==> src/phr_pkg.sv <==
// Shared constants, types and command struct for the PC history ring.
`timescale 1ns / 1ps
package phr_pkg;

    // Ring capacity in recorded PCs; the ring has one spare slot.
    localparam int HIST_DEPTH = 256;
    localparam int RING_SLOTS = HIST_DEPTH + 1;
    localparam int PTR_W      = $clog2(RING_SLOTS);

    // Field widths of one transaction.
    localparam int FUNC_W = 2;
    localparam int PC_W   = 32;
    localparam int BACK_W = 8;

    // Width wide enough to compare an offset with the fill count.
    localparam int CMP_W = ((PTR_W > BACK_W) ? PTR_W : BACK_W) + 1;

    // Function codes.
    localparam logic [FUNC_W-1:0] FUNC_RECORD = 2'd0;
    localparam logic [FUNC_W-1:0] FUNC_READ   = 2'd1;
    localparam logic [FUNC_W-1:0] FUNC_CLEAR  = 2'd2;

    typedef logic [PTR_W-1:0] t_ptr;

    // Commands from the controller to the datapath.
    typedef struct packed {
        logic record;   // write pc at the write pointer and advance
        logic clear;    // empty the ring
        logic lookup;   // work out the slot and hit flag of a read
        logic fetch;    // read the ring memory at the looked-up slot
        logic emit;     // drive the result for one cycle
    } t_dp_cmd;

endpackage

==> src/phr_ctrl.sv <==
// Controller state machine for the PC history ring.
`timescale 1ns / 1ps
module phr_ctrl (
    input  logic                        i_clk,
    input  logic                        i_rst_n,
    input  logic                        start,
    input  logic [phr_pkg::FUNC_W-1:0]  i_func,
    output logic                        busy,
    output phr_pkg::t_dp_cmd            o_cmd
);

    localparam logic [1:0] ST_IDLE  = 2'd0;
    localparam logic [1:0] ST_FETCH = 2'd1;
    localparam logic [1:0] ST_SHOW  = 2'd2;

    logic [1:0] r_state;
    logic [1:0] n_state;
    logic       w_accept;

    assign w_accept = start && (r_state == ST_IDLE);
    assign busy     = (r_state != ST_IDLE);

    // Decode the transaction and sequence a read through fetch and show.
    always_comb begin
        n_state      = r_state;
        o_cmd        = '0;
        case (r_state)
            ST_IDLE: begin
                if (w_accept) begin
                    case (i_func)
                        phr_pkg::FUNC_RECORD: o_cmd.record = 1'b1;
                        phr_pkg::FUNC_CLEAR:  o_cmd.clear  = 1'b1;
                        phr_pkg::FUNC_READ: begin
                            o_cmd.lookup = 1'b1;
                            n_state      = ST_FETCH;
                        end
                        default: ;  // unused code: drop it
                    endcase
                end
            end
            ST_FETCH: begin
                o_cmd.fetch = 1'b1;
                n_state     = ST_SHOW;
            end
            ST_SHOW: begin
                o_cmd.emit = 1'b1;
                n_state    = ST_IDLE;
            end
            default: n_state = ST_IDLE;
        endcase
    end

    always_ff @(posedge i_clk) begin
        if (!i_rst_n) begin
            r_state <= ST_IDLE;
        end else begin
            r_state <= n_state;
        end
    end

endmodule

==> config.mk <==
export PLATFORM = sky130hd
export DESIGN_NAME = phr_ctrl
export DESIGN_NICKNAME = d
export VERILOG_FILES = /design/src/phr_pkg.sv /design/src/phr_ctrl.sv
export SDC_FILE = /design/constraint.sdc
export NUM_CORES = 1
export LEC_CHECK = 0
export BUFFER_PORTS_ARGS = -buffer_cell sky130_fd_sc_hd__buf_2
export CORE_AREA = 2 2 39 41
export DETAILED_ROUTE_END_ITERATION = 16
export DIE_AREA = 0 0 41 43
export PLACE_DENSITY = 0.36
export RECOVER_POWER = 100
export SETUP_SLACK_MARGIN = 0.3
export SLEW_MARGIN = 15
export SYNTH_ARGS = -nofsm -noshare
export SYNTH_HDL_FRONTEND = slang
export SYNTH_SLANG_ARGS = --single-unit
==> constraint.sdc <==
create_clock -name i_clk -period 1.6 [get_ports i_clk]
set_clock_uncertainty 0.1 [all_clocks]
set_input_delay 0.32 -clock i_clk [delete_from_list [all_inputs] [get_ports i_clk]]
set_output_delay 0.32 -clock i_clk [all_outputs]
set_load 0.05 [all_outputs]
Word-level counts from Yosys, hierarchy flattened
Index checks and enable logic that the tools add are counted.
- reductions and logical operators: 5
- equality and inequality tests: 6
- mux-type cells: 10
- operators by type and width (cell ; count):
    3-bit two-way mux ; 2
    1-bit two-way mux ; 5
    2-bit by 1-bit equality test with 1-bit output (second input constant) ; 2
    2-bit equality test (second input constant) ; 2
    2-bit zero test ; 2
    2-bit two-way mux ; 2
    2-bit case mux with 2 select lines ; 1
    2-bit by 1-bit inequality test with 1-bit output (second input constant) ; 1
    2-bit inequality test (second input constant) ; 1
    2-bit AND reduction ; 1
    2-bit nonzero test ; 1
    1-bit logical AND ; 1
- register bits after elaboration: 2
- output and inout bits: 6
- word-level logic and storage cells: 22
- bits of input ports: 5

Logic depth before layout (Yosys ltp)
Gate-level depths: netlist of run 1.
- word-level depth: 4
- gate-level depth with buffers: 2

Worst setup path after synthesis of run 1
OpenSTA, ideal clock, no wires.
- path kind: flip-flop to output port
- start: register r_state[0]
- end: output port o_cmd[3] (netlist name)
- buffers on the path: 0
- path slack: -0.720 ns
- data required time: 1.180 ns
- arrival time: 1.900 ns
- cell stages (with the launch flop): 3
- cells stage by stage: dfxtp_1 -> or2_1 -> nor3_1
- RTL lines (what ; RTL line ; source):
    start, declared ; phr_ctrl.sv:16 ; logic [1:0] r_state;
    start signal, assigned ; phr_ctrl.sv:57 ; r_state <= n_state;
    end, declared ; phr_ctrl.sv:9 ; output phr_pkg::t_dp_cmd o_cmd

==> metrics.md, run 1 <==
| Metric | Value |
|---|---|
| Clock power frac | 0.508 |
| H-tree Lvls | 1 |
| Share of post-route cells with drive strength above 1 | 0.840 |
| Crit path from | r_state[1] |
| Row Count | 14 |
| Crit-path cells | nor4b_4 > nor2b_4 > buf_6 |
| Failing checks | setup timing |
| Vias in the first global route | around 150 |
| Worst Path Required | 1.18 ns |
| Gpl congestion | about 0.6 |
| Max reg flops | 2 |
| Antenna Cells | 0 |
| Die area | between 1500 and 2000 um^2 |
| Fin crit share | 1.01 |
| Mapped cell area | ~120 um^2 |
| Final core utilization | 0.190 |
| Mapped Nets | 18 |
| Final setup margin | -0.0110 ns |
| Clk slew on worst S/H paths | approximately 0.030 ns |
| Port buffer count | 10 |
| CTS root buf | clkbuf_4 |
| Max Slew Vio Count | 0 |
| Worst vdd ir | slightly above 0.2 mV |
| Critical path arrival | between 1 and 1.5 ns |
| Vias/cell | approximately 3.3 |
| Area leader, netlist | dfxtp_1 |
| Switching power | about 60 uW |
| Layout area overhead | 128% |
| Pre-antenna DRT Iters | 2 |
| Top-Level Pins | 11 |
| Synth Instances | 13 |
| Most flop-heavy register | r_state |
| Post-CTS Hold Fix Bufs | 0 |
| Normalized max-slew margin | 0.815 |
| Worst Path Max Fanout | 4 |
| Status | finished with violations |
| Type of origin of the critical path | register |
| Flip-flop and latch area | about 43 um^2 |
| Worst Hold Class | input pin to register |
| Cts bufs inserted | 3 |
| Worst stage delay on the critical path | around 0.33 ns |
| Worst Path Buf+Inv | 1 |
| Fillers | around 160 |
| Die Wd | about 41 um |
| Final ANT Viol Nets | 0 |
| DRC errors left | 0 |
| Power Total | about 220 uW |
| Final setup fails | 1 |
| Via count | between 100 and 150 |
| Post-Layout Cell Count | slightly above 40 |
| Internal cell power | around 160 uW |
| Slowest cell on crit path | dfxtp_2 |
| Sw Share | 0.277 |
| Post-synth top area share | 0.348 |
| Clock Path Buffers | 2 |
| Sequential share of power | 0.246 |
| Final Hold Fails | 0 |
| Top Registers | r_state: 2 flops |
| Total congestion overflow | 0 |
| Setup tns final | -0.0110 ns |
| Register area share after synthesis | 0.348 |
| Final wirelength | around 360 um |
| Pin count of the biggest net entering global routing | 5 |
| Synth unique cells | 9 |
| Fmax | ~620 MHz |
| Crit. End Element | output pin |
| Warnings from Yosys | 0 |
| RR Startpoint | r_state[1] |
| Multi-input gate area | just over 100 um^2 |
| Pleak | ~0.12 nW |
| Initial core utilization | 0.0832 |
| Post-layout min period | between 1.5 and 2 ns |
| Worst hold start | i_rst_n |
| Combinational power share | 0.245 |
| Clk_lat worst skew | around 0.22 ns |
| Die Y | around 43 um |
| Initial antenna violation count | 0 |
| Placed Cells | 38 |
| Power Dens Cells | 824 nW/um^2 |
| Yosys reg bits | 2 |
| WHS | approximately 0.21 ns |
| Largest cells by area after synthesis | dfxtp_1 35%, nor2b_1 16%, nor4b_2 13% |
| First-pass GRT wire length | approximately 530 um |
| Syn Area/Cell | a little under 9 um^2 |
| Maxcap violations | 0 |
| Slew @ Worst Pin | 0.278 ns |
| Post-DR wirelength/cell | around 8.8 um |
| Core area | roughly 1400 um^2 |
| Crit path kind | register to output pin |
| Most frequent cells in the layout | 4 x clkbuf_4, 4 x buf_2, 2 x buf_6, 2 x clkbuf_2, 2 x dfxtp_2 |
| Layout Nets | 32 |
| CP delay by family, top | simple AND/OR/NAND/NOR gates |
| Clk sinks | 2 |
| DRT iter0 DRCs | 2 |
| RSZ-0062 raised after global routing | yes |
| TritonCTS clock tree | yes |
| Global Route Usage Sum | 0.0541 |
layout make-up:
cell class                 instances  area share
clock buffer                       3      0.0857
multi-input combinational         10       0.390
sequential                         2       0.162
tap                               16      0.0762
timing repair buffer              10       0.286
per-stage QoR:
step / instance area (um^2) / setup WS (ns)
floorplan: 143 / 0.0427
global placement: 205 / -0.0299
detailed placement: 205 / -0.0641
CTS: 274 / -0.0411
global route: 263 / -0.0956
finish: 263 / -0.0110
synthesized netlist by cell type, drive strengths merged:
cell	number
nor4b	1
and2	2
and3	1
buf	1
nor3	1
dfxtp	2
nor2b	3
nand2	1
or2	1
per-layer routing:
metal / vias up / track usage / share of wire / wire (um)
met4: 0 / 0.0600 / 0 / 0
met3: 0 / 0.0628 / 0.12 / 44
met5: - / 0 / 0 / 0
li1: 68 / - / - / -
met1: 60 / 0.0414 / 0.40 / 145
met2: 9 / 0.0625 / 0.48 / 172
worst paths after layout:
kind	to	slack, ns	depth (start not counted)
worst max-delay path	o_cmd[4]	-0.01	3
worst min-delay path	r_state[1]	0.21	2
worst max register to register	r_state[0]	0.63	2
worst min register to register	r_state[1]	0.51	2
logic make-up (layout without fill, tap and decap cells):
family	count (synthesis)	after routing	synth area share
AND/OR/NAND/NOR	10	10	0.587
flip-flops	2	2	0.348
buffers and inverters	1	13	0.0652
timing repair:
| action | 4_1_cts | 5_1_grt |
|---|---|---|
| setup buffers | 0 | 0 |
| gates resized for setup | 13 | 2 |
| endpoints found under the setup margin | 6 | 6 |
| pin swaps | 1 | 2 |
power by group through the flow:
stage	logic, mW	clock network, mW	registers [mW]
after CTS	0.0550	0.119	0.0532
after global routing	0.0564	0.127	0.0534
final	0.0531	0.110	0.0533
after floorplan	0.0324	0	0.0531
after global placement	0.0443	0	0.0533
after detailed placement	0.0448	0	0.0535
Note: power is estimated with default switching activity, not from simulation.
==> inputs of run 2 (changes only) <==
Settings changed: ABC_AREA set to 1, PLACE_DENSITY 0.36 to 0.37, RECOVER_POWER 100 to 50.
==> metrics.md, run 2 <==
| Metric | Value |
|---|---|
| Synth Instances | 21 (was 13) |
| Number of flops mapped to enable cells by yosys | 0 (unchanged) |
| Pre-antenna DRT Iters | 1 (was 2) |
| Slowest cell on crit path | dfxtp_1 (was dfxtp_2) |
| DRT iter0 DRCs | 0 (was 2) |
| Stages on the worst setup path | 4 (was 3) |
| Die Wd | 41 um (unchanged) |
| DRC errors left | 0 (unchanged) |
| Power Dens Cells | 708 nW/um^2 (was 824 nW/um^2) |
| Flip-flop and latch area | 41.3 um^2 (was 42.5 um^2) |
| Post-layout min period | 1.52 ns (was 1.61 ns) |
| Worst Path Required | 1.18 ns (about the same) |
| Slew @ Worst Pin | 0.275 ns (was 0.278 ns) |
| Layout area overhead | 136% (was 128%) |
| Warnings from Yosys | 0 (unchanged) |
| Fillers | 167 (was 157) |
| Core area | 1380 um^2 (unchanged) |
| Worst stage delay on the critical path | 0.39 ns (was 0.33 ns) |
| Setup tns final | 0 ns (was -0.0110 ns) |
| Layout Nets | 44 (was 32) |
| Count leader, synth | inv_1 (was nor2b_1) |
| Via count | 176 (was 137) |
| Worst Hold Class | input pin to register (unchanged) |
| Crit path kind | register to output pin (unchanged) |
| Switching power | 66.1 uW (was 60.0 uW) |
| Final Hold Fails | 0 (unchanged) |
| Combinational power share | 0.268 (was 0.245) |
| Global Route Usage Sum | 0.0470 (was 0.0541) |
| Initial antenna violation count | 0 (unchanged) |
| Maxcap violations | 0 (unchanged) |
| Pleak | 0.161 nW (was 0.125 nW) |
| Antenna Cells | 0 (unchanged) |
| Multi-input gate area | 91.3 um^2 (was 103 um^2) |
| Cts bufs inserted | 3 (unchanged) |
| Type of origin of the critical path | register (unchanged) |
| CTS root buf | clkbuf_4 (unchanged) |
| Clk sinks | 2 (unchanged) |
| Most frequent cells in the layout | 4 x inv_1, 4 x clkbuf_4, 4 x buf_2 (was 4 x clkbuf_4, 4 x buf_2, 2 x buf_6, 2 x clkbuf_2, 2 x dfxtp_2) |
| Slack of the worst reg-to-reg path | 0.64 ns (was 0.63 ns) |
| Post-DR wirelength/cell | 6.98 um (was 8.83 um) |
| Gpl congestion | 0.516 (was 0.584) |
| Row Count | 14 (unchanged) |
| RR Startpoint | r_state[0] (was r_state[1]) |
| Fin crit share | 0.951 (was 1.01) |
| Grt met1 use | 0.0573 (was 0.0414) |
| Most flop-heavy register | r_state (unchanged) |
| Clk slew on worst S/H paths | 0.03 ns (about the same) |
| CP delay by family, top | buffers and inverters (was simple AND/OR/NAND/NOR gates) |
| Mapped Nets | 26 (was 18) |
| Synth unique cells | 10 (was 9) |
| Ys async rst share | 0 (unchanged) |
| Status | finished clean (was finished with violations) |
| Met3 usage | 0.0157 (was 0.0628) |
| H-tree Lvls | 1 (unchanged) |
| Vias/cell | 3.32 (was 3.34) |
| Initial core utilization | 0.0967 (was 0.0832) |
| Most frequent cells after synthesis | 6 x inv_1, 5 x nor2_1, 2 x dfxtp_1, 2 x nand2_1 (was 3 x nor2b_1, 2 x and2_1, 2 x dfxtp_1) |
| Share of post-route cells with drive strength above 1 | 0.784 (was 0.840) |
| Largest cells by area after synthesis | dfxtp_1 30%, inv_1 17%, nor2_1 14% (was dfxtp_1 35%, nor2b_1 16%, nor4b_2 13%) |
| R2R cell count | 4 (was 2) |
| Die area | 1760 um^2 (unchanged) |
| Clock power frac | 0.495 (was 0.508) |
| Final setup fails | 0 (was 1) |
| Total congestion overflow | 0 (unchanged) |
| Crit-path cells | buf_6 > inv_2 > nor2_2 > clkbuf_4 (was nor4b_4 > nor2b_4 > buf_6) |
| Worst r2r dst | r_state[0] (unchanged) |
| Worst vdd ir | 0.267 mV (was 0.203 mV) |
| Clock Path Buffers | 2 (unchanged) |
| Power Total | 224 uW (was 216 uW) |
| Critical path arrival | 1.10 ns (was 1.19 ns) |
| Crit. End Element | output pin (unchanged) |
| Sw Share | 0.295 (was 0.277) |
| Worst Setup EP | o_cmd[0] (was o_cmd[4]) |
| Detailed Place HPWL | approximately 260 um |
| First-pass GRT wire length | 524 um (was 531 um) |
| Crit path from | r_state[1] (unchanged) |
| Worst Path Buf+Inv | 3 (was 1) |
| Top-Level Pins | 11 (unchanged) |
| Final ANT Viol Nets | 0 (unchanged) |
| Pin count of the biggest net entering global routing | 5 (unchanged) |
| Fmax | 657 MHz (was 621 MHz) |
| TritonCTS clock tree | yes (unchanged) |
| GR peak layer | met4 (was met3) |
| Clk_lat worst skew | 0.22 ns (about the same) |
| Post-synth top flop | dfxtp_1 (unchanged) |
| Internal cell power | 158 uW (was 156 uW) |
| RSZ-0062 raised after global routing | yes (unchanged) |
| Mapped cell area | 134 um^2 (was 115 um^2) |
| GRT met2 Usage | 0.0531 (was 0.0625) |
| Worst Path Max Fanout | 3 (was 4) |
| Post-CTS Hold Fix Bufs | 0 (unchanged) |
| Top Registers | r_state: 2 flops (unchanged) |
| Area leader, netlist | dfxtp_1 (unchanged) |
| Final wirelength | 370 um (was 362 um) |
| Normalized max-slew margin | 0.817 (was 0.815) |
| Syn Area/Cell | 6.38 um^2 (was 8.85 um^2) |
| Max Slew Vio Count | 0 (unchanged) |
| Vias in the first global route | 165 (was 145) |
| Register area share after synthesis | 0.299 (was 0.348) |
| Max reg flops | 2 (unchanged) |
| Post-synth top area share | 0.299 (was 0.348) |
| Die Y | 43 um (unchanged) |
| Sequential share of power | 0.237 (was 0.246) |
| Port buffer count | 10 (unchanged) |
| Yosys reg bits | 2 (unchanged) |
==> run 2: what timing repair did <==
item / CTS / global route
setup endpoints to repair: 6 / 6
resized for setup: 18 / 6
setup buffers: 3 / 1
endpoints found under the hold margin: 0 / 0
pin swaps: 1 / 3
==> run 2: cell type report <==
class / instances / share of cell area
well taps: 16 / 0.0632
inverters: 6 / 0.0711
clock buffers: 3 / 0.0711
multi-input cells: 12 / 0.289
repair buffers: 14 / 0.375
flip-flops and latches: 2 / 0.130
==> run 2: worst reg2reg max path: stages (launching register included) <==
cell,delay (ns)
dfxtp_2,0.33
nor2_4,0.16
nand3_2,0.10
buf_4,0.15
nor2_2,0.06
==> run 2: worst min-delay path by stage <==
| stage | start | endpoint | slack (ns) | cells after the start |
|---|---|---|---|---|
| 2_1_floorplan | start | r_state[0] | 0.36 | 2 |
| 3_3_place_gp | r_state[0] | r_state[1] | 0.42 | 2 |
| 3_5_place_dp | r_state[0] | r_state[1] | 0.43 | 2 |
| 4_1_cts | i_rst_n | r_state[0] | 0.23 | 3 |
| 5_1_grt | i_rst_n | r_state[0] | 0.25 | 3 |
| 6_report | i_rst_n | r_state[0] | 0.24 | 3 |
==> run 2: through the flow <==
stage                     instance area [um^2]  cells  utilization  setup slack, ns  hold slack, ns
final                                      317     53        0.229           0.0790           0.236
after global routing                       317     53        0.229           0.0584           0.248
after CTS                                  305     52        0.221            0.109           0.230
after detailed placement                   209     46        0.151            0.208           0.426
after global placement                     209     46        0.151            0.202           0.420
after floorplan                            146     21            -            0.202           0.358
==> run 2: cell families after synthesis <==
| kind of cell | count (synthesis) | share of synthesized area |
|---|---|---|
| buf+inv | 7 | 0.224 |
| flops | 2 | 0.299 |
| simple gates | 12 | 0.477 |
==> run 2: power by group through the flow <==
stage | Clock (mW) | Combinational, mW | Sequential [mW]
after floorplan | 0 | 0.0332 | 0.0534
after global placement | 0 | 0.0448 | 0.0536
after detailed placement | 0 | 0.0448 | 0.0536
after CTS | 0.119 | 0.0582 | 0.0515
after global routing | 0.117 | 0.0637 | 0.0532
final | 0.111 | 0.0601 | 0.0530
==> run 2: layer usage <==
metal / share of wire / up-vias
met2: 0.55 / 6
met5: 0 / -
met4: 0 / 0
li1: - / 92
met1: 0.38 / 78
met3: 0.068 / 0
